==> src/sep2d_pkg.sv <==
// shared types, widths and register indexes of the separable 3x3 convolution unit
// no dependencies

package sep2d_pkg;

    localparam int SAMPLE_W     = 16;
    localparam int TAP_W        = 16;
    localparam int DIM_W        = 11;
    localparam int OUT_IDX_W    = 10;
    localparam int VPROD_W      = 2 * SAMPLE_W;
    localparam int VERT_W       = VPROD_W + 2;
    localparam int HPROD_W      = TAP_W + VERT_W;
    localparam int RES_W        = 56;
    localparam int IN_TDATA_W   = 16;
    localparam int OUT_TDATA_W  = 80;
    localparam int CFG_IDX_W    = 3;
    localparam int DEF_MAX_COLS = 1024;
    localparam int DEF_MAX_ROWS = 1024;
    localparam int OUT_DEPTH    = 8;

    localparam logic [CFG_IDX_W-1:0] REG_VERT_TOP    = 3'd0;
    localparam logic [CFG_IDX_W-1:0] REG_VERT_MID    = 3'd1;
    localparam logic [CFG_IDX_W-1:0] REG_VERT_LOW    = 3'd2;
    localparam logic [CFG_IDX_W-1:0] REG_HORIZ_FIRST = 3'd3;
    localparam logic [CFG_IDX_W-1:0] REG_HORIZ_MID   = 3'd4;
    localparam logic [CFG_IDX_W-1:0] REG_HORIZ_LAST  = 3'd5;
    localparam logic [CFG_IDX_W-1:0] REG_FRAME_W     = 3'd6;
    localparam logic [CFG_IDX_W-1:0] REG_FRAME_H     = 3'd7;

    localparam logic signed [TAP_W-1:0] TAP_UNITY = 16'sd4096;
    localparam logic [DIM_W-1:0]        DIM_RESET = 11'd1024;

    typedef struct packed {
        logic signed [TAP_W-1:0] vert_top;
        logic signed [TAP_W-1:0] vert_mid;
        logic signed [TAP_W-1:0] vert_low;
        logic signed [TAP_W-1:0] horiz_first;
        logic signed [TAP_W-1:0] horiz_mid;
        logic signed [TAP_W-1:0] horiz_last;
    } taps_t;

    typedef struct packed {
        logic                 do_vert;
        logic                 first_col;
        logic                 emit;
        logic                 row_end;
        logic                 frame_end;
        logic [OUT_IDX_W-1:0] out_row;
        logic [OUT_IDX_W-1:0] out_col;
    } ctrl_t;

    typedef struct packed {
        logic                    frame_end;
        logic [OUT_IDX_W-1:0]    out_col;
        logic [OUT_IDX_W-1:0]    out_row;
        logic signed [RES_W-1:0] filtered;
    } result_t;

endpackage

==> src/sep2d_out_fifo.sv <==
// output queue with slot credit covering items still in the pipeline
// depends on sep2d_pkg

module sep2d_out_fifo
    import sep2d_pkg::*;
(
    input  logic    clk,
    input  logic    rst_n,
    input  logic    take,
    input  logic    push,
    input  logic    release_slot,
    input  result_t push_data,
    output logic    space,
    output logic    out_valid,
    input  logic    out_ready,
    output result_t out_data
);

    localparam int PTR_W = $clog2(OUT_DEPTH);
    localparam int CNT_W = $clog2(OUT_DEPTH + 1);

    result_t          entries [OUT_DEPTH];
    logic [PTR_W-1:0] wr_ptr_reg;
    logic [PTR_W-1:0] rd_ptr_reg;
    logic [CNT_W-1:0] count_reg;
    logic [CNT_W-1:0] reserved_reg;
    logic [CNT_W-1:0] reserved_next;
    logic             pop;

    assign pop       = out_valid && out_ready;
    assign out_valid = (count_reg != '0);
    assign out_data  = entries[rd_ptr_reg];
    assign space     = (reserved_reg < CNT_W'(OUT_DEPTH));

    always_comb
    begin
        reserved_next = reserved_reg + CNT_W'(take) - CNT_W'(pop) - CNT_W'(release_slot);
    end

    always_ff @(posedge clk)
    begin
        if (push)
            entries[wr_ptr_reg] <= push_data;
    end

    always_ff @(posedge clk or negedge rst_n)
    begin
        if (!rst_n)
        begin
            wr_ptr_reg   <= '0;
            rd_ptr_reg   <= '0;
            count_reg    <= '0;
            reserved_reg <= '0;
        end
        else
        begin
            reserved_reg <= reserved_next;
            count_reg    <= count_reg + CNT_W'(push) - CNT_W'(pop);
            if (push)
            begin
                if (wr_ptr_reg == PTR_W'(OUT_DEPTH - 1))
                    wr_ptr_reg <= '0;
                else
                    wr_ptr_reg <= wr_ptr_reg + PTR_W'(1);
            end
            if (pop)
            begin
                if (rd_ptr_reg == PTR_W'(OUT_DEPTH - 1))
                    rd_ptr_reg <= '0;
                else
                    rd_ptr_reg <= rd_ptr_reg + PTR_W'(1);
            end
        end
    end

endmodule

==> config.mk <==
export PLATFORM = sky130hd
export DESIGN_NAME = sep2d_out_fifo
export DESIGN_NICKNAME = d
export VERILOG_FILES = /design/src/sep2d_pkg.sv /design/src/sep2d_out_fifo.sv
export SDC_FILE = /design/constraint.sdc
export NUM_CORES = 1
export LEC_CHECK = 0
export BUFFER_PORTS_ARGS = -buffer_cell sky130_fd_sc_hd__buf_2
export CAP_MARGIN = 30
export CORE_MARGIN = 1
export CORE_UTILIZATION = 31
export DETAILED_ROUTE_END_ITERATION = 10
export SYNTH_ARGS = -nofsm -noshare
export SYNTH_HDL_FRONTEND = slang
export SYNTH_SLANG_ARGS = --single-unit
export TNS_END_PERCENT = 20
==> constraint.sdc <==
create_clock -name clk -period 16.55 [get_ports clk]
set_clock_uncertainty 0.15 [all_clocks]
set_input_delay 0.8275 -clock clk [delete_from_list [all_inputs] [get_ports clk]]
set_output_delay 0.8275 -clock clk [all_outputs]
set_load 0.005 [all_outputs]
==> results.txt <==
----------------------------------------------------
[Synthesis]
  Average instance area after synthesis ... 24.8 sq um
  Post-Synthesis Cells ... 965
  Warning count from the yosys run ... 0
  Share of synthesized area occupied by flip-flops and latches ... 78.7%
  Mapped Nets ... 1063
  Count of distinct cell types in the synthesized netlist ... 20
  Netlist area before placement ... 0.0239 sq mm
  Number of synthesized register bits ... 630

[Setup path]
  Crit path kind ... flip-flop to output port
  Critical Path, Cell by Cell ... buf_4 -> buf_4 -> buf_16 -> mux4_2 -> mux2_2 -> buf_2
  Arrival time at the worst endpoint ... 3740 ps
  Standard cell with the maximum stage delay on the critical path ... dfrtp_4
  Top cell by count, worst path ... buf_4
  Crit path required time ... 15570 ps
  Setup crit start kind ... flip-flop
  Crit. End Element ... output port
  Stage delay of the slowest cell on the critical path ... 860 ps
  Max FO, Critical Path ... 62

[Final layout]
  Final cell utilization of the core ... 37.3%
  Number of antenna cells inserted ... 0
  Area growth from synthesis to layout ... 18.7%
  Most frequent cells in the layout ... edfxtp_1, buf_2, mux4_2
  Ratio of cells with drive above 1 in the final layout ... 44.3%
  Number of nets in the layout ... 1278
  Most common cell after layout, fill and taps aside ... edfxtp_1
  FILL cells ... 6875
  Max reg flops ... 616

[Placement]
  Placer Congestion ... 0.694
  Count of buffers inserted at the top-level ports ... 161
  Detailed-placement wirelength estimate ... 26.2 mm

[Timing]
  Worst Tran Pin Value ... 962 ps
  Minimum period implied by the final worst setup slack ... 4710 ps
  Final setup violation count ... 0
  Final Max Slew Viols ... 0
  Total negative slack ... 0 ps
  Relative slew slack ... 35.8%
  Unrepaired setup endpoints after global routing ... no
  Fmax ... 212 MHz
  Number of hold violations in the final report ... 0
  Share of the cycle needed by the critical path after routing ... 28.5%

[GRT]
  Met1 GRT Util ... 15.3%
  Met2 Track Usage GR ... 22.2%
  Total grt overflow ... 0
  Number of global-route vias before repair ... 11.4k
  Grt peak-use layer ... met2
  Wire length of the first global-routing pass ... 72.9 mm
  Overall Global Routing Usage ... 12.7%
  Met3 capacity usage during global routing ... 3.29%
  Maximum number of pins on one net before global-route repair ... 63
  Initial antenna violation count ... 5

[Route]
  First-pass detailed-route iteration total ... 4
  Detailed router's first-iteration violation count ... 745
  Aggregate routed wire length ... 48.9 mm
  Via-per-instance ratio ... 4.62
  Routed WL per cell ... 21.6 um
  Antenna viol nets, final ... 0
  DRC ... 0
  Routed via count ... 10.5k

[Clock tree]
  H-tree depth ... 3
  CTS tree ... done
  Clock sink count ... 630
  Worst-path clk slew ... 50 ps
  Clock Tree Root ... clkbuf_16
  CTS resizes ... 0
  Maximum clock insertion buffer count ... 3
  Hold-fix buffers at CTS ... 1
  Post-CTS setup buffer count ... 0
  CTS buffer count ... 69
  Worst-skew pair later-pin latency ... 590 ps

[Floorplanning]
  Row Count ... 101
  Area inside the core boundary ... 0.0762 sq mm
  Effective utilization at floorplan ... 31.4%
  Height of the die ... 280 um
  Horiz. Die Dim ... 280 um
  Die area ... 0.0783 sq mm
  IO Pins ... 162

[Run status]
  Run status ... complete, no violations

[Power and ir drop]
  Maximum ir drop on the vdd rail ... 91.0 uV
  Leakage power summed over all cells ... 9.24 nW
  Power Density ... 178 mW/mm^2

[Worst hold path]
  Path class of the lowest-slack min-delay path ... flip-flop to flip-flop

[Flow run]
  Max-cap violation count ... 0

----------------------------------------------------
## where the power goes
| part | total (mW) | internal (mW) | switching [mW] |
|---|---|---|---|
| clock | 1.56 | 0.942 | 0.623 |
| sequential | 2.12 | 2.01 | 0.113 |
| combinational | 1.37 | 0.706 | 0.660 |
| total | 5.05 | 3.66 | 1.40 |
## synthesized netlist by cell type
library cell  number  area, sq um
mux4_2           154         3470
buf_1              9         33.8
mux2_2            83          935
clkbuf_1          16         60.1
a21o_1             1         7.51
nand2_1            3         11.3
fa_1               3         60.1
a21oi_1            1         5.00
buf_6             16          180
nor2_1             8         30.0
nor3_1             2         10.0
edfxtp_1         616        18500
ha_1              12          150
dfrtp_1           14          350
or3b_2             1         8.76
nand2b_1           3         18.8
buf_2              3         15.0
xor2_1             1         8.76
xnor2_1            3         26.3
inv_1             16         60.1
## metal layers
layer,wire (um),part of all wire [%]
met1,20200,41
met2,25500,52
met3,2300,4.7
met4,892,1.8
met5,50,0.10
## metrics by stage
| step | std cells | area, sq um | hold slack, ps | total power [mW] | worst slack [ps] |
|---|---|---|---|---|---|
| after global routing | 2264 | 28400 | 306 | 5.31 | 11640 |
| after detailed placement | 2136 | 26000 | 323 | 3.57 | 11990 |
| after CTS | 2262 | 28400 | 274 | 5.16 | 11320 |
| after floorplan | 965 | 23900 | 306 | 3.08 | 9650 |
| final | 2264 | 28400 | 328 | 5.05 | 11840 |
| after global placement | 2135 | 26000 | 313 | 3.53 | 11990 |
## final timing paths
| path | start | end | slack (ps) | depth (start not counted) |
|---|---|---|---|---|
| worst max-delay path | rd_ptr_reg[2] | out_data[75] | 11840 | 6 |
| worst min-delay path | reserved_reg[0] | reserved_reg[0] | 330 | 1 |
| worst max register to register | wr_ptr_reg[0] | entries[6][10] | 13370 | 4 |
| worst min register to register | reserved_reg[0] | reserved_reg[0] | 330 | 1 |
| max in group asynchronous | rst_n | rd_ptr_reg[1] | 15460 | 2 |
| min in group asynchronous | rst_n | wr_ptr_reg[2] | 520 | 2 |
## cells by family after synthesis
group | synth area share [%]
flops | 78.7
mux | 18.4
buf+inv | 1.46
simple gates | 0.329
fa+ha+maj | 0.878
xor+xnor | 0.146
compound gates | 0.0523
## area by class of cell
class	instances	area, sq um	area share (%)
repair buffers	188	1070	3.77
well taps	1030	1290	4.54
multi-input cells	275	4790	16.9
inverters	16	60.1	0.211
flip-flops and latches	630	18900	66.4
clock inverters	45	505	1.78
clock buffers	80	1830	6.45
## critical path, delay by kind of cell (launching register included)
kind | cells | cell delay [ps]
buffers and inverters | 4 | 1450
DFF | 1 | 860
muxes | 2 | 670
Power figures use the tool's default switching activity.
