===== src/sep2d_pkg.sv =====
// shared types, widths and register indexes of the separable 3x3 convolution unit
// no dependencies

package sep2d_pkg;

    localparam int SAMPLE_W     = 16;
    localparam int TAP_W        = 16;
    localparam int DIM_W        = 11;
    localparam int OUT_IDX_W    = 10;
    localparam int VPROD_W      = 2 * SAMPLE_W;
    localparam int VERT_W       = VPROD_W + 2;
    localparam int HPROD_W      = TAP_W + VERT_W;
    localparam int RES_W        = 56;
    localparam int IN_TDATA_W   = 16;
    localparam int OUT_TDATA_W  = 80;
    localparam int CFG_IDX_W    = 3;
    localparam int DEF_MAX_COLS = 1024;
    localparam int DEF_MAX_ROWS = 1024;
    localparam int OUT_DEPTH    = 8;

    localparam logic [CFG_IDX_W-1:0] REG_VERT_TOP    = 3'd0;
    localparam logic [CFG_IDX_W-1:0] REG_VERT_MID    = 3'd1;
    localparam logic [CFG_IDX_W-1:0] REG_VERT_LOW    = 3'd2;
    localparam logic [CFG_IDX_W-1:0] REG_HORIZ_FIRST = 3'd3;
    localparam logic [CFG_IDX_W-1:0] REG_HORIZ_MID   = 3'd4;
    localparam logic [CFG_IDX_W-1:0] REG_HORIZ_LAST  = 3'd5;
    localparam logic [CFG_IDX_W-1:0] REG_FRAME_W     = 3'd6;
    localparam logic [CFG_IDX_W-1:0] REG_FRAME_H     = 3'd7;

    localparam logic signed [TAP_W-1:0] TAP_UNITY = 16'sd4096;
    localparam logic [DIM_W-1:0]        DIM_RESET = 11'd1024;

    typedef struct packed {
        logic signed [TAP_W-1:0] vert_top;
        logic signed [TAP_W-1:0] vert_mid;
        logic signed [TAP_W-1:0] vert_low;
        logic signed [TAP_W-1:0] horiz_first;
        logic signed [TAP_W-1:0] horiz_mid;
        logic signed [TAP_W-1:0] horiz_last;
    } taps_t;

    typedef struct packed {
        logic                 do_vert;
        logic                 first_col;
        logic                 emit;
        logic                 row_end;
        logic                 frame_end;
        logic [OUT_IDX_W-1:0] out_row;
        logic [OUT_IDX_W-1:0] out_col;
    } ctrl_t;

    typedef struct packed {
        logic                    frame_end;
        logic [OUT_IDX_W-1:0]    out_col;
        logic [OUT_IDX_W-1:0]    out_row;
        logic signed [RES_W-1:0] filtered;
    } result_t;

endpackage


===== src/sep2d_horiz_stage.sv =====
// vertical result window and horizontal 3-tap convolution
// depends on sep2d_pkg

module sep2d_horiz_stage
    import sep2d_pkg::*;
(
    input  logic                     clk,
    input  logic                     rst_n,
    input  logic                     in_valid,
    input  ctrl_t                    in_ctrl,
    input  logic signed [VERT_W-1:0] in_v,
    input  taps_t                    taps,
    output logic                     res_valid,
    output logic                     res_none,
    output result_t                  res
);

    logic signed [VERT_W-1:0]  w1_reg;
    logic signed [VERT_W-1:0]  w2_reg;
    logic signed [VERT_W-1:0]  right_op;

    logic                      h_valid_reg;
    ctrl_t                     h_ctrl_reg;
    logic signed [HPROD_W-1:0] hp_last_reg;
    logic signed [HPROD_W-1:0] hp_mid_reg;
    logic signed [HPROD_W-1:0] hp_first_reg;

    // at a row end the right neighbour lies outside the frame
    always_comb
    begin
        if (in_ctrl.row_end)
            right_op = '0;
        else
            right_op = in_v;
    end

    always_ff @(posedge clk or negedge rst_n)
    begin
        if (!rst_n)
        begin
            w1_reg      <= '0;
            w2_reg      <= '0;
            h_valid_reg <= 1'b0;
        end
        else
        begin
            h_valid_reg <= in_valid;
            if (in_valid)
            begin
                if (in_ctrl.frame_end)
                begin
                    w1_reg <= '0;
                    w2_reg <= '0;
                end
                else if (in_ctrl.do_vert)
                begin
                    if (in_ctrl.first_col)
                        w1_reg <= '0;
                    else
                        w1_reg <= w2_reg;
                    w2_reg <= in_v;
                end
            end
        end
    end

    always_ff @(posedge clk)
    begin
        h_ctrl_reg   <= in_ctrl;
        hp_last_reg  <= taps.horiz_last * w1_reg;
        hp_mid_reg   <= taps.horiz_mid * w2_reg;
        hp_first_reg <= taps.horiz_first * right_op;
    end

    always_comb
    begin
        res.filtered  = RES_W'(hp_last_reg) + RES_W'(hp_mid_reg) + RES_W'(hp_first_reg);
        res.out_row   = h_ctrl_reg.out_row;
        res.out_col   = h_ctrl_reg.out_col;
        res.frame_end = h_ctrl_reg.frame_end;
    end

    assign res_valid = h_valid_reg && h_ctrl_reg.emit;
    assign res_none  = h_valid_reg && !h_ctrl_reg.emit;

endmodule


===== config.mk =====
export PLATFORM = sky130hd
export DESIGN_NAME = sep2d_horiz_stage
export DESIGN_NICKNAME = d
export VERILOG_FILES = /design/src/sep2d_pkg.sv /design/src/sep2d_horiz_stage.sv
export SDC_FILE = /design/constraint.sdc
export NUM_CORES = 2
export LEC_CHECK = 0
export ABC_AREA = 1
export BUFFER_PORTS_ARGS = -buffer_cell sky130_fd_sc_hd__buf_2
export CAP_MARGIN = 30
export CELL_PAD_IN_SITES_DETAIL_PLACEMENT = 1
export CELL_PAD_IN_SITES_GLOBAL_PLACEMENT = 2
export CORE_UTILIZATION = 42
export DETAILED_ROUTE_END_ITERATION = 8
export HOLD_SLACK_MARGIN = 0.03
export PLACE_DENSITY = 0.95
export SLEW_MARGIN = 20
export SYNTH_ARGS = -nofsm -noshare
export SYNTH_HDL_FRONTEND = slang
export SYNTH_SLANG_ARGS = --single-unit

===== constraint.sdc =====
create_clock -name clk -period 9.6 [get_ports clk]
set_clock_uncertainty 0.1 [all_clocks]
set_input_delay 0 -clock clk [delete_from_list [all_inputs] [get_ports clk]]
set_output_delay 0 -clock clk [all_outputs]
set_load 0.005 [all_outputs]

==> impl_results.md <==
* Min-delay worst type: primary input to flip-flop
* Slew @ Worst Pin at 1.09 ns
* Max incr delay on CP at 1.00 ns
* Largest net degree at the start of global routing at 107
* Vias/cell at 5.10
* Outcome: finished clean
* Synth unique cells at 38
* Worst-path cell chain: nand2_1 -> fa_1 -> inv_1 -> fa_1 -> inv_1 -> fa_1 -> inv_1 -> fa_1 -> fa_1 -> inv_1 -> fa_1 -> inv_1 -> ha_1 -> nand2_1 -> nor2_1 -> nand2_1 -> nor2_1 -> nand2_1 -> nand2_1 -> xor2_1
* Nets at 12200
* Routed length per instance at 21.7 um
* Die W at 420 um
* Syn Std Cell Area at 73300 um^2
* Final wirelength at 268000 um
* DRC Markers at 0
* Starting Density at 0.425
* Period utilization at 0.703
* Most used cell, CP: fa_1
* Final instance area at 78300 um^2
* Max clock buf depth at 3
* Final Hold Vio Count at 0
* Post-CTS Resized at 0
* Endpoint class of the critical path: flip-flop
* Critical Path AT at 7.15 ns
* Hold Path Stages at 4
* Hold wc startpoint: in_v[7]
* Via count at 62900
* Final min period at 6.75 ns
* WP data required at 10.00 ns
* Setup-failing EPs final at 0
* Row cnt at 152
* Die H at 420 um
* Iteration-0 DRC Markers at 3424
* Num ports at 237
* Cts-stage hold buffer count at 93
* CP Max Fanout at 16
* CP startpoint kind: flip-flop
* Worst skew pair latency at 0.66 ns
* Final Non-Filler Cells at 12300
* First-pass GRT wire length at 416000 um
* R2R setup slack at 2.85 ns
* FF-to-FF path depth at 20
* Total nets after synthesis at 12100
* Vias in the first global route at 72000
* Total CTS buffers at 30
* CTS H-tree lvls at 1
* Final hold slack at 0.0577 ns
* End of the worst register-to-register path: hp_mid_reg[30]
* Setup TNS Final at 0 ns
* CTS tree: yes
* Full die area at 176000 um^2
* Worst hold endpoint: w2_reg[7]
* TritonRoute pass-1 iters at 6
* Post-synthesis sequential area ratio at 0.0705
* Max Freq at 148 MHz
* CTS Root Cell: clkbuf_16
* Yosys warns at 0
* Core Area at 172000 um^2
* Avg Inst Size Synth at 7.34 um^2
* Number of max-cap violations at 0
* Unrepaired setup endpoints after global routing: no
* Mapped Cells at 9991
* Area added between synthesis and finish at 6.75%
* # Post-CTS Setup Buffers at 0
* Dpl hpwl at 226000 um
* Worst flop-to-flop path startpoint: w2_reg[20]
* Final RePlAce weighted congestion at 0.979
* Share of cells above drive strength 1 at 0.0387
* Overall Global Routing Usage at 0.313
* Slowest-stage cell, CP: dfrtp_1
* Placed Cells at 12200
* Sink Count at 241
* Total global routing overflow at 0
* CP Class: flip-flop to flip-flop
* DP Area at 76300 um^2
* Routed Antenna Nets at 0
* Fin. max-slew vios at 0
* PortBufs at 188
* Worst-path clk slew at 0.07 ns
* Initial antenna violation count at 9
* Register bit total from synthesis at 241
* Slew margin rel. at 0.275
==> synth_stat cells <==
cell / n / share of area
nor2_1: 605 / 0.031
nor3_2: 4 / 0.00055
nor2_2: 24 / 0.0020
or2_2: 2 / 0.00017
a21oi_2: 3 / 0.00036
and2_1: 8 / 0.00068
nand2_2: 14 / 0.0012
a21oi_1: 187 / 0.013
ha_1: 404 / 0.069
o21a_1: 3 / 0.00031
xnor2_1: 41 / 0.0049
o21bai_1: 14 / 0.0014
a21o_1: 6 / 0.00061
a21boi_0: 1 / 0.00010
nand2_1: 2833 / 0.15
and2_0: 1 / 0.000085
o21bai_2: 1 / 0.00015
nand3_2: 13 / 0.0018
o21ai_0: 128 / 0.0087
buf_2: 11 / 0.00075
nor2_4: 3 / 0.00046
clkinv_1: 26 / 0.0013
inv_1: 2995 / 0.15
buf_1: 30 / 0.0015
dfxtp_1: 172 / 0.047
nand3b_1: 8 / 0.00082
nand3_1: 266 / 0.018
nor3_1: 33 / 0.0023
xor2_1: 96 / 0.011
dfrtp_1: 69 / 0.024
and3_1: 1 / 0.000085
inv_2: 4 / 0.00020
fa_1: 1593 / 0.43
clkbuf_1: 303 / 0.016
o21ai_1: 1 / 0.000068
nand4_1: 62 / 0.0053
nor4_1: 1 / 0.000085
buf_4: 25 / 0.0026
==> worst max-delay path: cells and delay by family, from the launching register on <==
kind / cells / cell delay, ns
XOR/XNOR: 1 / 0.32
AND/OR/NAND/NOR: 7 / 1.28
buffers and inverters: 5 / 0.28
flip-flops: 1 / 1.00
adder cells (fa/ha/maj): 7 / 3.57
==> how the worst max path moves through the flow <==
stage	end	startpoint	cells after the start
final	hp_mid_reg[30]	w2_reg[20]	20
after global routing	hp_first_reg[43]	in_ctrl[21]	25
after CTS	hp_mid_reg[32]	w2_reg[20]	22
after detailed placement	hp_first_reg[29]	in_ctrl[21]	23
after global placement	hp_first_reg[29]	in_ctrl[21]	23
after floorplan	hp_mid_reg[46]	w2_reg[33]	22
==> layer usage <==
layer,track usage,wire length (um),up-vias
li1,-,-,28000
met1,0.376,105000,32300
met2,0.542,131000,1991
met3,0.0429,16000,660
met4,0.164,16800,8
met5,0,57,-
==> layout by cell type (no fill, tap or decap), types with 5 or more instances in the layout <==
cell type / count
a21o_1: 6
a21oi_1: 187
and2_1: 8
buf_2: 187
buf_4: 74
clkbuf_16: 31
clkinv_1: 26
clkinv_2: 5
dfrtp_1: 69
dfxtp_1: 172
dlygate4sd3_1: 92
fa_1: 1593
ha_1: 404
inv_1: 2995
inv_6: 5
nand2_1: 2833
nand2_2: 14
nand3_1: 266
nand3_2: 13
nand3b_1: 8
nand4_1: 62
nor2_1: 604
nor2_2: 25
nor3_1: 33
o21ai_0: 128
o21bai_1: 14
xnor2_1: 41
xor2_1: 96
==> layout make-up <==
class                      instances  area (um^2)
clock inverter                    20          198
multi-input combinational       6356        55300
tap                             2310         2890
clock buffer                      34          797
fill                           21900        94200
sequential                       241         5170
timing repair buffer             358         2540
antenna                            3         7.51
inverter                        3025        11400
==> cells by family (layout without fill, tap and decap cells) <==
logic type / Yosys count / count (layout) / synth area share
DFF: 241 / 241 / 0.0705
xor gates and xnor gates: 137 / 137 / 0.0164
and+or+nand+nor: 3878 / 3878 / 0.210
buffers and inverters: 3394 / 3437 / 0.175
AOI/OAI and AO/OA: 344 / 344 / 0.0245
adders and majority gates: 1997 / 1997 / 0.504
other: 0 / 3 / 0
==> metrics by stage <==
stage | worst slack (ns) | util
finish | 2.85 | 0.454
global route | 2.66 | 0.454
CTS | 2.98 | 0.454
floorplan | 4.02 | -
detailed placement | 2.38 | 0.442
global placement | 2.50 | 0.442
Power is left out: the tool's default activity adds up to more than one toggle a clock period on the data nets, which glitch-free logic cannot reach.
