===== src/sep2d_pkg.sv =====
// shared types, widths and register indexes of the separable 3x3 convolution unit
// no dependencies

package sep2d_pkg;

    localparam int SAMPLE_W     = 16;
    localparam int TAP_W        = 16;
    localparam int DIM_W        = 11;
    localparam int OUT_IDX_W    = 10;
    localparam int VPROD_W      = 2 * SAMPLE_W;
    localparam int VERT_W       = VPROD_W + 2;
    localparam int HPROD_W      = TAP_W + VERT_W;
    localparam int RES_W        = 56;
    localparam int IN_TDATA_W   = 16;
    localparam int OUT_TDATA_W  = 80;
    localparam int CFG_IDX_W    = 3;
    localparam int DEF_MAX_COLS = 1024;
    localparam int DEF_MAX_ROWS = 1024;
    localparam int OUT_DEPTH    = 8;

    localparam logic [CFG_IDX_W-1:0] REG_VERT_TOP    = 3'd0;
    localparam logic [CFG_IDX_W-1:0] REG_VERT_MID    = 3'd1;
    localparam logic [CFG_IDX_W-1:0] REG_VERT_LOW    = 3'd2;
    localparam logic [CFG_IDX_W-1:0] REG_HORIZ_FIRST = 3'd3;
    localparam logic [CFG_IDX_W-1:0] REG_HORIZ_MID   = 3'd4;
    localparam logic [CFG_IDX_W-1:0] REG_HORIZ_LAST  = 3'd5;
    localparam logic [CFG_IDX_W-1:0] REG_FRAME_W     = 3'd6;
    localparam logic [CFG_IDX_W-1:0] REG_FRAME_H     = 3'd7;

    localparam logic signed [TAP_W-1:0] TAP_UNITY = 16'sd4096;
    localparam logic [DIM_W-1:0]        DIM_RESET = 11'd1024;

    typedef struct packed {
        logic signed [TAP_W-1:0] vert_top;
        logic signed [TAP_W-1:0] vert_mid;
        logic signed [TAP_W-1:0] vert_low;
        logic signed [TAP_W-1:0] horiz_first;
        logic signed [TAP_W-1:0] horiz_mid;
        logic signed [TAP_W-1:0] horiz_last;
    } taps_t;

    typedef struct packed {
        logic                 do_vert;
        logic                 first_col;
        logic                 emit;
        logic                 row_end;
        logic                 frame_end;
        logic [OUT_IDX_W-1:0] out_row;
        logic [OUT_IDX_W-1:0] out_col;
    } ctrl_t;

    typedef struct packed {
        logic                    frame_end;
        logic [OUT_IDX_W-1:0]    out_col;
        logic [OUT_IDX_W-1:0]    out_row;
        logic signed [RES_W-1:0] filtered;
    } result_t;

endpackage


===== src/sep2d_cfg_regs.sv =====
// configuration registers and frame geometry clamping
// depends on sep2d_pkg

module sep2d_cfg_regs
    import sep2d_pkg::*;
#(
    parameter int MAX_COLS = DEF_MAX_COLS,
    parameter int MAX_ROWS = DEF_MAX_ROWS,
    localparam int COL_W = $clog2(MAX_COLS + 1),
    localparam int ROW_W = $clog2(MAX_ROWS + 1)
)
(
    input  logic                 clk,
    input  logic                 rst_n,
    input  logic                 cfg_we,
    input  logic [CFG_IDX_W-1:0] cfg_index,
    input  logic [TAP_W-1:0]     cfg_data,
    output taps_t                taps,
    output logic [COL_W-1:0]     cols,
    output logic [ROW_W-1:0]     rows
);

    taps_t            taps_reg;
    logic [DIM_W-1:0] width_reg;
    logic [DIM_W-1:0] height_reg;

    always_ff @(posedge clk or negedge rst_n)
    begin
        if (!rst_n)
        begin
            taps_reg.vert_top    <= '0;
            taps_reg.vert_mid    <= TAP_UNITY;
            taps_reg.vert_low    <= '0;
            taps_reg.horiz_first <= '0;
            taps_reg.horiz_mid   <= TAP_UNITY;
            taps_reg.horiz_last  <= '0;
            width_reg            <= DIM_RESET;
            height_reg           <= DIM_RESET;
        end
        else if (cfg_we)
        begin
            unique case (cfg_index)
                REG_VERT_TOP:    taps_reg.vert_top    <= cfg_data;
                REG_VERT_MID:    taps_reg.vert_mid    <= cfg_data;
                REG_VERT_LOW:    taps_reg.vert_low    <= cfg_data;
                REG_HORIZ_FIRST: taps_reg.horiz_first <= cfg_data;
                REG_HORIZ_MID:   taps_reg.horiz_mid   <= cfg_data;
                REG_HORIZ_LAST:  taps_reg.horiz_last  <= cfg_data;
                REG_FRAME_W:     width_reg            <= cfg_data[DIM_W-1:0];
                REG_FRAME_H:     height_reg           <= cfg_data[DIM_W-1:0];
                default:         ;
            endcase
        end
    end

    assign taps = taps_reg;

    // zero counts as one, large values saturate
    always_comb
    begin
        if (width_reg == '0)
            cols = COL_W'(1);
        else if (32'(width_reg) > MAX_COLS)
            cols = COL_W'(MAX_COLS);
        else
            cols = COL_W'(width_reg);

        if (height_reg == '0)
            rows = ROW_W'(1);
        else if (32'(height_reg) > MAX_ROWS)
            rows = ROW_W'(MAX_ROWS);
        else
            rows = ROW_W'(height_reg);
    end

endmodule


===== config.mk =====
export PLATFORM = sky130hd
export DESIGN_NAME = sep2d_cfg_regs
export DESIGN_NICKNAME = d
export VERILOG_FILES = /design/src/sep2d_pkg.sv /design/src/sep2d_cfg_regs.sv
export SDC_FILE = /design/constraint.sdc
export NUM_CORES = 1
export LEC_CHECK = 0
export BUFFER_PORTS_ARGS = -buffer_cell sky130_fd_sc_hd__buf_2
export CAP_MARGIN = 20
export CORE_MARGIN = 5
export CORE_UTILIZATION = 51
export DETAILED_ROUTE_END_ITERATION = 6
export PLACE_DENSITY = 0.79
export SYNTH_ARGS = -nofsm -noshare
export SYNTH_HDL_FRONTEND = slang
export SYNTH_SLANG_ARGS = --single-unit

===== constraint.sdc =====
create_clock -name clk -period 1.15 [get_ports clk]
set_input_delay 0.0575 -clock clk [delete_from_list [all_inputs] [get_ports clk]]
set_output_delay 0.0575 -clock clk [all_outputs]
set_load 0.02 [all_outputs]

==> impl_metrics.xml, run 1 <==
<?xml version="1.0" encoding="UTF-8"?>
<metrics>
  <group name="setup_path">
    <metric name="worstSetupStartpoint" unit="">width_reg[6]</metric>
    <metric name="worst_ep_arrival_time" unit="ns">1.55</metric>
    <metric name="critical_path_peak_fanout" unit="">3</metric>
    <metric name="cp-start-kind" unit="">flip-flop</metric>
    <metric name="setup.worst_path.end_class" unit="">primary output</metric>
    <metric name="crit_type" unit="">reg2out</metric>
    <metric name="worstReg2RegStart" unit="">width_reg[10]</metric>
    <metric name="critPathRequiredTime" unit="ns">1.09</metric>
    <metric name="setup.reg_to_reg.worst_slack" unit="ns">0.12</metric>
  </group>
  <group name="placed_design">
    <metric name="detailed_place_hpwl" unit="mm">8.35</metric>
    <metric name="port-buffer-count" unit="">139</metric>
    <metric name="routabilityCongestion" unit="">0.758</metric>
    <metric name="dp_worst_setup_slack" unit="ns">-0.154</metric>
  </group>
  <group name="route">
    <metric name="detail-route-antenna-nets" unit="">0</metric>
    <metric name="drt_iter0_markers" unit="">94</metric>
    <metric name="route.final.wire_length" unit="mm">12.7</metric>
    <metric name="vias_per_cell" unit="">5.31</metric>
    <metric name="drc" unit="">0</metric>
    <metric name="routed-via-count" unit="">3253</metric>
    <metric name="route.detailed.wl_per_inst" unit="um">20.7</metric>
    <metric name="drt_first_pass_iters" unit="">4</metric>
  </group>
  <group name="pwr">
    <metric name="vdd_ir_drop_max" unit="mV">1.46</metric>
    <metric name="standby_leakage_power" unit="nW">3.44</metric>
    <metric name="power.clock.fraction" unit="%">31.5</metric>
    <metric name="switchingPower" unit="mW">4.85</metric>
    <metric name="internal-power" unit="mW">10.5</metric>
    <metric name="share_comb_of_total_power" unit="%">31.1</metric>
    <metric name="power.share.switching" unit="%">31.6</metric>
    <metric name="power_density" unit="nW/um^2">2150</metric>
    <metric name="sequentialPowerShare" unit="%">37.5</metric>
  </group>
  <group name="floorplan">
    <metric name="ioPinCount" unit="">140</metric>
    <metric name="die_height" unit="um">106</metric>
    <metric name="floorplan.die.width" unit="um">106</metric>
    <metric name="core_box_area" unit="um^2">9150</metric>
    <metric name="placementRows" unit="">35</metric>
    <metric name="die-area" unit="um^2">11300</metric>
    <metric name="initial_utilization" unit="%">51.7</metric>
  </group>
  <group name="timing">
    <metric name="final_min_period_over_clock_period" unit="%">140</metric>
    <metric name="final.setup.worst_slack" unit="ns">-0.458</metric>
    <metric name="period_minus_slack" unit="ns">1.61</metric>
    <metric name="maxClockFrequency" unit="MHz">622</metric>
    <metric name="hold_violations" unit="">11</metric>
    <metric name="rsz_0062_raised_after_global_routing" unit="">true</metric>
    <metric name="final-setup-viol-count" unit="">24</metric>
    <metric name="tightestPinTransition" unit="ns">0.340</metric>
    <metric name="hold-worst-slack" unit="ns">-0.00317</metric>
    <metric name="finClkSkew" unit="ns">0</metric>
    <metric name="slew_viol_final" unit="">0</metric>
    <metric name="slew_headroom" unit="%">77.3</metric>
  </group>
  <group name="global_route">
    <metric name="global_route_wire_length_before_repair" unit="mm">19.9</metric>
    <metric name="gr-usage-all-layers" unit="%">23.2</metric>
    <metric name="largest_net_degree_at_the_start_of_global_routing" unit="">38</metric>
    <metric name="initial_antenna_violation_count" unit="">0</metric>
    <metric name="grt_remaining_overflow" unit="">0</metric>
    <metric name="grt_pass1_vias" unit="">3508</metric>
  </group>
  <group name="clock_tree">
    <metric name="clk-insertion-delay-late" unit="ns">0.51</metric>
    <metric name="root_buffer" unit="">sky130_fd_sc_hd__clkbuf_8</metric>
    <metric name="cts.sinks" unit="">118</metric>
    <metric name="ctsLongestPathBuffers" unit="">2</metric>
    <metric name="cts.reportedPaths.clkPinSlew" unit="ns">0.06</metric>
    <metric name="tritoncts" unit="">done</metric>
    <metric name="cts_inserted_buffers" unit="">17</metric>
    <metric name="cts_htree_levels" unit="">4</metric>
  </group>
  <group name="yosys">
    <metric name="post_synthesis_instance_area" unit="um^2">4730</metric>
    <metric name="synth_seq_cells" unit="">118</metric>
    <metric name="synth-seq-area-share" unit="%">62.5</metric>
    <metric name="syn-mean-instance-area" unit="um^2">16.3</metric>
    <metric name="netlist-cell-type-count" unit="">19</metric>
    <metric name="syn_inst" unit="">291</metric>
    <metric name="yosysWarningCount" unit="">0</metric>
    <metric name="syn_nets" unit="">313</metric>
  </group>
  <group name="cells_and_area">
    <metric name="layout-area-overhead-vs-synth" unit="%">50.9</metric>
    <metric name="diodes" unit="">0</metric>
    <metric name="fin_util" unit="%">78.0</metric>
    <metric name="net_count_of_the_finished_layout" unit="">511</metric>
    <metric name="largest_register_ff_count" unit="">96</metric>
    <metric name="drive_gt1_share" unit="%">70.3</metric>
  </group>
  <group name="hold_path">
    <metric name="hp-class" unit="">in2async</metric>
  </group>
  <group name="run_status">
    <metric name="violations" unit="">negative hold slack, negative setup slack</metric>
    <metric name="run_status" unit="">finished with violations</metric>
  </group>
  <group name="job">
    <metric name="maxCapViolCount" unit="">0</metric>
  </group>
</metrics>
stage by stage:
step	cell area (um^2)	hold WS, ns	total power, mW	TNS, ns	instances
after detailed placement	5910	-0.00595	9.64	-10.82	546
after global routing	7140	0.0216	15.9	-8.44	613
after floorplan	4880	-0.238	8.04	-2.08	291
after CTS	6840	0.104	14.9	-10.42	601
after global placement	5910	-0.0204	9.51	-7.35	546
final	7140	-0.00317	15.3	-7.21	613
cell families (layout without fill, tap and decap cells):
kind of cell / count (synthesis) / in the layout / synth area share, %
AND/OR/NAND/NOR: 32 / 32 / 5.16
flip-flops: 118 / 118 / 62.5
buffers and inverters: 21 / 232 / 3.04
AO/OA/AOI/OAI: 2 / 2 / 0.423
multiplexers: 118 / 118 / 28.9
cells in the mapped netlist:
library cell | number | share of area [%]
sky130_fd_sc_hd__a32o_1 | 2 | 0.42
sky130_fd_sc_hd__buf_2 | 7 | 0.74
sky130_fd_sc_hd__buf_4 | 2 | 0.32
sky130_fd_sc_hd__buf_6 | 5 | 1.2
sky130_fd_sc_hd__buf_8 | 1 | 0.32
sky130_fd_sc_hd__clkbuf_1 | 4 | 0.32
sky130_fd_sc_hd__dfrtp_1 | 114 | 60
sky130_fd_sc_hd__dfstp_2 | 4 | 2.2
sky130_fd_sc_hd__inv_1 | 2 | 0.16
sky130_fd_sc_hd__mux2_2 | 108 | 26
sky130_fd_sc_hd__mux2_4 | 10 | 3.2
sky130_fd_sc_hd__nand4_1 | 1 | 0.13
sky130_fd_sc_hd__nand4b_1 | 1 | 0.19
sky130_fd_sc_hd__nand4b_2 | 2 | 0.63
sky130_fd_sc_hd__nor2_1 | 2 | 0.16
sky130_fd_sc_hd__nor2b_1 | 18 | 2.4
sky130_fd_sc_hd__nor4_1 | 4 | 0.53
sky130_fd_sc_hd__nor4b_4 | 1 | 0.50
sky130_fd_sc_hd__nor4bb_1 | 3 | 0.63
worst paths after layout:
kind | depth (start not counted) | end
max in group asynchronous | 3 | taps[44]
min | 2 | taps[37]
max reg2reg | 3 | width_reg[10]
min reg2reg | 1 | taps[33]
max | 3 | cols[0]
min in group clk | 4 | taps[42]
placed cells by master (no fill, tap or decap), types with 3 or more instances in the layout:
cell / instances
sky130_fd_sc_hd__buf_4: 39
sky130_fd_sc_hd__clkbuf_16: 16
sky130_fd_sc_hd__nor4bb_4: 3
sky130_fd_sc_hd__nor2b_4: 8
sky130_fd_sc_hd__buf_2: 89
sky130_fd_sc_hd__clkinv_2: 4
sky130_fd_sc_hd__clkbuf_8: 3
sky130_fd_sc_hd__dfrtp_1: 114
sky130_fd_sc_hd__dlygate4sd3_1: 18
sky130_fd_sc_hd__mux2_2: 78
sky130_fd_sc_hd__nor4_2: 3
sky130_fd_sc_hd__buf_12: 11
sky130_fd_sc_hd__mux2_4: 40
sky130_fd_sc_hd__buf_6: 41
sky130_fd_sc_hd__nor2b_1: 10
sky130_fd_sc_hd__clkinvlp_4: 5
sky130_fd_sc_hd__dfstp_2: 4
final cells by class:
class                           count  area [um^2]
Sequential cell                   118         2960
Fill cell                         522         2010
Multi-Input combinational cell    152         1880
Timing Repair Buffer              198         1600
Clock buffer                       20          445
Tap cell                          111          139
Clock inverter                     12          105
Inverter                            2         7.51
power groups by stage:
| stage | Combinational, mW | Sequential [mW] | Clock (mW) |
|---|---|---|---|
| floorplan | 1.50 | 6.54 | 0 |
| global placement | 3.87 | 5.64 | 0 |
| detailed placement | 3.95 | 5.69 | 0 |
| CTS | 4.31 | 5.68 | 4.87 |
| global route | 5.01 | 5.86 | 5.07 |
| finish | 4.76 | 5.74 | 4.82 |
layer usage:
layer / vias up / track usage (%) / wire length, um
met2: 111 / 38.4 / 6640
met4: 0 / 6.11 / 212
li1: 1426 / - / -
met3: 23 / 7.41 / 774
met1: 1693 / 29.5 / 5090
met5: - / 0 / 0
critical path: stages (launching register included):
cell and delay (ns):
sky130_fd_sc_hd__dfrtp_1 0.42, sky130_fd_sc_hd__nor4_4 0.30, sky130_fd_sc_hd__a32o_2 0.22, sky130_fd_sc_hd__buf_6 0.12
repair_timing:
action                                 4_1_cts  5_1_grt
pin swaps                                    5        0
setup endpoints to repair                   26       74
hold buffers                                19        0
resized for setup                           47       71
endpoints found under the hold margin      234        0
buffers inserted                             4       15
Note: power is estimated with default switching activity, not from simulation.
==> run 2, diff against run 1 <==
==> constraint.sdc (replaced) <==
create_clock -name clk -period 1.15 [get_ports clk]
set_input_delay 0.23 -clock clk [delete_from_list [all_inputs] [get_ports clk]]
set_output_delay 0.23 -clock clk [all_outputs]
set_load 0.02 [all_outputs]
==> run 2 against run 1 <==
The flow finishes with violations (negative setup slack). Critical path depth unchanged. Critical path type unchanged. Via count increased by 10%. Combinational power increased by 35%. Final area increased by 13%. Utilization increased by 9.8 points. Critical endpoint unchanged.
==> impl_metrics.xml, run 2 (synthesized netlist as in run 1, its figures left out) <==
<?xml version="1.0" encoding="UTF-8"?>
<metrics>
  <group name="cells_and_area">
    <metric name="post-route-cell-area" unit="um^2">8040</metric>
    <metric name="largest_register_ff_count" unit="">96</metric>
    <metric name="net_count_of_the_finished_layout" unit="">560</metric>
    <metric name="mostFrequentLayoutCells" unit="">115 x sky130_fd_sc_hd__buf_6, 114 x sky130_fd_sc_hd__dfrtp_1, 98 x sky130_fd_sc_hd__buf_4</metric>
    <metric name="commonest_non_fill_non_tap_cell_in_the_layout" unit="">sky130_fd_sc_hd__buf_6</metric>
    <metric name="diodes" unit="">0</metric>
    <metric name="layout-area-overhead-vs-synth" unit="%">69.9</metric>
    <metric name="drive_gt1_share" unit="%">76.6</metric>
  </group>
  <group name="setup_path">
    <metric name="cpMaxStageDelayCell" unit="">sky130_fd_sc_hd__dfrtp_1</metric>
    <metric name="setup.worst_path.end_class" unit="">primary output</metric>
    <metric name="crit_type" unit="">reg2out</metric>
    <metric name="ff2ff_path_depth" unit="">4</metric>
    <metric name="worstReg2RegStart" unit="">height_reg[10]</metric>
    <metric name="cp_cell_sequence" unit="">nor4_2, a32o_2, buf_6</metric>
    <metric name="worst_ep_arrival_time" unit="ns">1.58</metric>
    <metric name="r2r_end" unit="">height_reg[10]</metric>
    <metric name="critical_path_peak_fanout" unit="">2</metric>
    <metric name="setup.reg_to_reg.worst_slack" unit="ns">0.05</metric>
    <metric name="cp-start-kind" unit="">flip-flop</metric>
    <metric name="critPathRequiredTime" unit="ns">0.92</metric>
    <metric name="cp_slowest_stage_delay" unit="ns">0.39</metric>
  </group>
  <group name="clock_tree">
    <metric name="cts_htree_levels" unit="">4</metric>
    <metric name="cts.sinks" unit="">118</metric>
    <metric name="clk-insertion-delay-late" unit="ns">0.50</metric>
    <metric name="cts_inserted_buffers" unit="">17</metric>
    <metric name="cts.reportedPaths.clkPinSlew" unit="ns">0.06</metric>
    <metric name="ctsLongestPathBuffers" unit="">2</metric>
    <metric name="tritoncts" unit="">done</metric>
    <metric name="root_buffer" unit="">sky130_fd_sc_hd__clkbuf_8</metric>
  </group>
  <group name="timing">
    <metric name="hold-worst-slack" unit="ns">0.0528</metric>
    <metric name="final-setup-viol-count" unit="">118</metric>
    <metric name="hold_violations" unit="">0</metric>
    <metric name="tightestPinTransition" unit="ns">0.342</metric>
    <metric name="maxClockFrequency" unit="MHz">552</metric>
    <metric name="final_min_period_over_clock_period" unit="%">158</metric>
    <metric name="finClkSkew" unit="ns">0</metric>
    <metric name="period_minus_slack" unit="ns">1.81</metric>
    <metric name="slew_headroom" unit="%">77.1</metric>
    <metric name="final.setup.worst_slack" unit="ns">-0.661</metric>
    <metric name="slew_viol_final" unit="">0</metric>
    <metric name="rsz_0062_raised_after_global_routing" unit="">true</metric>
  </group>
  <group name="pwr">
    <metric name="vdd_ir_drop_max" unit="mV">1.35</metric>
    <metric name="power_density" unit="nW/um^2">2230</metric>
    <metric name="standby_leakage_power" unit="nW">3.92</metric>
  </group>
  <group name="run_status">
    <metric name="violations" unit="">negative setup slack</metric>
    <metric name="run_status" unit="">finished with violations</metric>
  </group>
  <group name="route">
    <metric name="drc" unit="">0</metric>
    <metric name="drt_iter0_markers" unit="">167</metric>
    <metric name="route.detailed.wl_per_inst" unit="um">24.9</metric>
    <metric name="routed-via-count" unit="">3580</metric>
    <metric name="detail-route-antenna-nets" unit="">0</metric>
    <metric name="route.final.wire_length" unit="mm">16.5</metric>
    <metric name="vias_per_cell" unit="">5.41</metric>
    <metric name="drt_first_pass_iters" unit="">4</metric>
  </group>
  <group name="global_route">
    <metric name="initial_antenna_violation_count" unit="">1</metric>
    <metric name="global_route_wire_length_before_repair" unit="mm">23.1</metric>
    <metric name="top_usage_layer" unit="">met2</metric>
    <metric name="groute.layer.met1.usage" unit="%">32.1</metric>
    <metric name="grt_pass1_vias" unit="">3991</metric>
    <metric name="gr-usage-all-layers" unit="%">27.1</metric>
    <metric name="grt_remaining_overflow" unit="">0</metric>
    <metric name="largest_net_degree_at_the_start_of_global_routing" unit="">61</metric>
    <metric name="grt_use_met2" unit="%">47.1</metric>
    <metric name="groute.layer.met3.usage" unit="%">7.95</metric>
  </group>
  <group name="floorplan">
    <metric name="die-area" unit="um^2">11300</metric>
    <metric name="floorplan.die.width" unit="um">106</metric>
    <metric name="placementRows" unit="">35</metric>
    <metric name="core_box_area" unit="um^2">9150</metric>
    <metric name="ioPinCount" unit="">140</metric>
    <metric name="die_height" unit="um">106</metric>
    <metric name="initial_utilization" unit="%">51.7</metric>
  </group>
  <group name="placed_design">
    <metric name="routabilityCongestion" unit="">0.771</metric>
    <metric name="detailed_place_hpwl" unit="mm">8.11</metric>
    <metric name="dpl-instance-area" unit="um^2">5990</metric>
    <metric name="port-buffer-count" unit="">139</metric>
  </group>
  <group name="hold_path">
    <metric name="timing.hold.worst_path_depth" unit="">2</metric>
    <metric name="worst_hold_startpoint" unit="">cfg_data[11]</metric>
    <metric name="worstHoldEndpoint" unit="">taps[43]</metric>
    <metric name="hp-class" unit="">in2reg</metric>
  </group>
  <group name="job">
    <metric name="maxCapViolCount" unit="">0</metric>
  </group>
</metrics>
run 2: final cells by class:
type                            count  area (um^2)
Timing Repair Buffer              247         2330
Fill cell                         350         1110
Inverter                            2         7.51
Clock inverter                     11          173
Tap cell                          111          139
Multi-Input combinational cell    152         1980
Clock buffer                       21          449
Sequential cell                   118         2960
run 2: critical path: cells and delay by family (launching register included):
family / cells / cell delay [ns]
flops: 1 / 0.39
simple gates: 1 / 0.33
compound gates: 1 / 0.23
buf+inv: 1 / 0.12
run 2: where the power goes:
| part | internal, mW | leakage [nW] | total (mW) | switching (mW) |
|---|---|---|---|---|
| clock | 3.64 | 0.291 | 5.58 | 1.94 |
| sequential | 5.10 | 1.41 | 5.93 | 0.830 |
| combinational | 3.70 | 2.22 | 6.44 | 2.74 |
| total | 12.4 | 3.92 | 17.9 | 5.50 |
run 2: through the flow:
step / util [%] / total power, mW / std cells / setup slack [ns] / TNS (ns)
global placement: 65.4 / 9.63 / 554 / -0.357 / -29.68
floorplan: - / 8.14 / 291 / -0.291 / -13.66
detailed placement: 65.4 / 9.76 / 554 / -0.366 / -31.87
global route: 87.8 / 18.6 / 662 / -0.725 / -28.40
finish: 87.8 / 17.9 / 662 / -0.661 / -23.91
CTS: 83.9 / 17.0 / 639 / -0.658 / -24.20
run 2: worst max-delay path by stage:
stage / to / slack [ns] / cells after the start / startpoint
2_1_floorplan: taps[85] / -0.29 / 4 / cfg_index[0]
3_3_place_gp: taps[91] / -0.36 / 4 / cfg_index[0]
3_5_place_dp: taps[92] / -0.37 / 4 / cfg_index[1]
4_1_cts: cols[0] / -0.66 / 3 / width_reg[2]
5_1_grt: cols[0] / -0.73 / 3 / width_reg[2]
6_report: cols[0] / -0.66 / 3 / width_reg[2]
run 2: timing repair:
item | in CTS | in global routing
hold buffers | 1 | 0
gates cloned | 1 | 0
buffers inserted | 51 | 25
setup endpoints to repair | 118 | 118
hold endpoints to repair | 114 | 0
gates resized for setup | 210 | 54
pin swaps | 5 | 3
run 2: routing by layer:
metal	up-vias	wire, um
met5	-	0
met4	0	512
met3	37	1060
met2	154	8730
met1	1856	6210
li1	1533	-
==> run 3, diff against run 2 <==
CORE_ASPECT_RATIO = 0.8   (was default)
==> run 3 against run 2 <==
The run still ends with negative setup slack left. Die area rose by 0.11%. Clock skew unchanged. Clock power rose by 5.0%. Setup slack got worse by 0.021 ns. Worst hold slack better by 0.095 ns. Register-to-register slack hardly changed.
==> impl_metrics.xml, run 3 (synthesized netlist as in run 1, its figures left out) <==
<?xml version="1.0" encoding="UTF-8"?>
<metrics>
  <group name="run_status">
    <metric name="run_status" unit="">finished with violations</metric>
    <metric name="violations" unit="">negative setup slack</metric>
  </group>
  <group name="placed_design">
    <metric name="detailed_place_hpwl" unit="mm">8.22</metric>
    <metric name="port-buffer-count" unit="">139</metric>
    <metric name="routabilityCongestion" unit="">0.756</metric>
    <metric name="dpl-instance-area" unit="um^2">6000</metric>
    <metric name="dp_worst_setup_slack" unit="ns">-0.332</metric>
    <metric name="dp.cells" unit="">555</metric>
  </group>
  <group name="floorplan">
    <metric name="die-area" unit="um^2">11300</metric>
    <metric name="die_height" unit="um">96.2</metric>
    <metric name="core_box_area" unit="um^2">9040</metric>
    <metric name="initial_utilization" unit="%">52.4</metric>
    <metric name="floorplan.die.width" unit="um">118</metric>
    <metric name="ioPinCount" unit="">140</metric>
    <metric name="placementRows" unit="">31</metric>
  </group>
  <group name="pwr">
    <metric name="power.share.switching" unit="%">29.5</metric>
    <metric name="vdd_ir_drop_max" unit="mV">1.79</metric>
    <metric name="standby_leakage_power" unit="nW">3.89</metric>
    <metric name="power.clock.fraction" unit="%">32.6</metric>
    <metric name="power_density" unit="nW/um^2">2260</metric>
    <metric name="share_comb_of_total_power" unit="%">34.3</metric>
    <metric name="sequentialPowerShare" unit="%">33.1</metric>
    <metric name="power.total" unit="mW">18.0</metric>
    <metric name="switchingPower" unit="mW">5.31</metric>
    <metric name="internal-power" unit="mW">12.7</metric>
  </group>
  <group name="clock_tree">
    <metric name="cts.reportedPaths.clkPinSlew" unit="ns">0.05</metric>
    <metric name="cts_htree_levels" unit="">4</metric>
    <metric name="cts.sinks" unit="">118</metric>
    <metric name="tritoncts" unit="">done</metric>
    <metric name="root_buffer" unit="">sky130_fd_sc_hd__clkbuf_16</metric>
    <metric name="cts_inserted_buffers" unit="">17</metric>
    <metric name="clk-insertion-delay-late" unit="ns">0.40</metric>
    <metric name="ctsLongestPathBuffers" unit="">2</metric>
  </group>
  <group name="setup_path">
    <metric name="critical_path_buf_inv_count" unit="">1</metric>
    <metric name="worstSetupEndpoint" unit="">cols[0]</metric>
    <metric name="setup.reg_to_reg.worst_slack" unit="ns">0.06</metric>
    <metric name="cp_cell_sequence" unit="">nor4_2, a32o_2, buf_6</metric>
    <metric name="cp-start-kind" unit="">flip-flop</metric>
    <metric name="critPathTopFamily" unit="">flip-flops</metric>
    <metric name="cp_slowest_stage_delay" unit="ns">0.42</metric>
    <metric name="worst_ep_arrival_time" unit="ns">1.60</metric>
    <metric name="critPathRequiredTime" unit="ns">0.92</metric>
    <metric name="r2r_end" unit="">taps[22]</metric>
    <metric name="worstSetupStartpoint" unit="">width_reg[8]</metric>
    <metric name="critical_path_peak_fanout" unit="">2</metric>
    <metric name="cpMaxStageDelayCell" unit="">sky130_fd_sc_hd__dfrtp_1</metric>
    <metric name="setup.worst_path.end_class" unit="">primary output</metric>
    <metric name="worstReg2RegStart" unit="">taps[22]</metric>
    <metric name="timing.critical_path.depth" unit="">3</metric>
    <metric name="crit_type" unit="">reg2out</metric>
    <metric name="ff2ff_path_depth" unit="">3</metric>
  </group>
  <group name="timing">
    <metric name="finClkSkew" unit="ns">0</metric>
    <metric name="tightestPinTransition" unit="ns">0.342</metric>
    <metric name="final_min_period_over_clock_period" unit="%">159</metric>
    <metric name="period_minus_slack" unit="ns">1.83</metric>
    <metric name="slew_headroom" unit="%">77.0</metric>
    <metric name="hold-worst-slack" unit="ns">0.148</metric>
    <metric name="slew_viol_final" unit="">0</metric>
    <metric name="fin_tns_setup" unit="ns">-11.49</metric>
    <metric name="rsz_0062_raised_after_global_routing" unit="">true</metric>
    <metric name="maxClockFrequency" unit="MHz">546</metric>
    <metric name="final.setup.worst_slack" unit="ns">-0.682</metric>
    <metric name="hold_violations" unit="">0</metric>
    <metric name="final-setup-viol-count" unit="">111</metric>
  </group>
  <group name="global_route">
    <metric name="gr-usage-all-layers" unit="%">25.6</metric>
    <metric name="initial_antenna_violation_count" unit="">0</metric>
    <metric name="global_route_wire_length_before_repair" unit="mm">22.1</metric>
    <metric name="grt_pass1_vias" unit="">3833</metric>
    <metric name="grt_remaining_overflow" unit="">0</metric>
    <metric name="largest_net_degree_at_the_start_of_global_routing" unit="">42</metric>
  </group>
  <group name="cells_and_area">
    <metric name="instances_no_fill" unit="">661</metric>
    <metric name="diodes" unit="">0</metric>
    <metric name="fin_util" unit="%">88.1</metric>
    <metric name="drive_gt1_share" unit="%">74.7</metric>
    <metric name="mostFrequentLayoutCells" unit="">114 x sky130_fd_sc_hd__dfrtp_1, 110 x sky130_fd_sc_hd__buf_6, 97 x sky130_fd_sc_hd__buf_4</metric>
    <metric name="post-route-cell-area" unit="um^2">7960</metric>
    <metric name="largest_register_ff_count" unit="">96</metric>
    <metric name="net_count_of_the_finished_layout" unit="">555</metric>
    <metric name="commonest_non_fill_non_tap_cell_in_the_layout" unit="">sky130_fd_sc_hd__dfrtp_1</metric>
    <metric name="layout-area-overhead-vs-synth" unit="%">68.2</metric>
    <metric name="number_of_inserted_filler_cells_in_the_final_layout" unit="">357</metric>
  </group>
  <group name="route">
    <metric name="routed-via-count" unit="">3519</metric>
    <metric name="detail-route-antenna-nets" unit="">0</metric>
    <metric name="drt_first_pass_iters" unit="">4</metric>
    <metric name="route.final.wire_length" unit="mm">15.8</metric>
    <metric name="drt_iter0_markers" unit="">202</metric>
    <metric name="route.detailed.wl_per_inst" unit="um">23.8</metric>
    <metric name="drc" unit="">0</metric>
    <metric name="vias_per_cell" unit="">5.32</metric>
  </group>
  <group name="job">
    <metric name="maxCapViolCount" unit="">0</metric>
  </group>
  <group name="hold_path">
    <metric name="worst_hold_startpoint" unit="">cfg_data[13]</metric>
    <metric name="hp-class" unit="">in2reg</metric>
  </group>
</metrics>
==> run 3: cell type report <==
type / count / area, um^2 / share of cell area (%)
Tap cell: 115 / 144 / 1.81
Clock inverter: 8 / 169 / 2.12
Timing Repair Buffer: 242 / 2280 / 28.7
Inverter: 2 / 7.51 / 0.0943
Clock buffer: 24 / 482 / 6.05
Sequential cell: 118 / 2960 / 37.2
Multi-Input combinational cell: 152 / 1920 / 24.1
==> run 3: repair_timing <==
item,CTS,global route
endpoints found under the hold margin,17,0
setup endpoints to repair,118,118
hold buffers,1,0
gates cloned,0,1
pin swaps,4,3
setup buffers,46,27
gates resized for setup,206,33
==> run 3: layer usage <==
layer  GRT usage, %  vias to the layer above  routed length [um]
met5              0                        -                   0
met4           7.93                        0                 250
li1               -                     1514                   -
met2           45.6                      140                8280
met1           30.6                     1843                6410
met3           7.40                       22                 822
==> run 3: power groups by stage <==
stage          Clock, mW  Sequential, mW  Combinational [mW]
6_report            5.86            5.95                6.18
3_5_place_dp           0            5.71                4.04
3_3_place_gp           0            5.67                3.94
4_1_cts             5.87            5.82                5.54
5_1_grt             6.13            6.02                6.45
2_1_floorplan          0            6.55                1.59
==> run 3: worst min path at each step <==
stage	to	slack [ns]	cells past startpoint
floorplan	height_reg[0]	-0.07	0
global placement	taps[2]	0.15	1
detailed placement	taps[2]	0.15	1
CTS	taps[76]	0.12	2
global route	taps[94]	0.15	2
finish	taps[29]	0.15	2
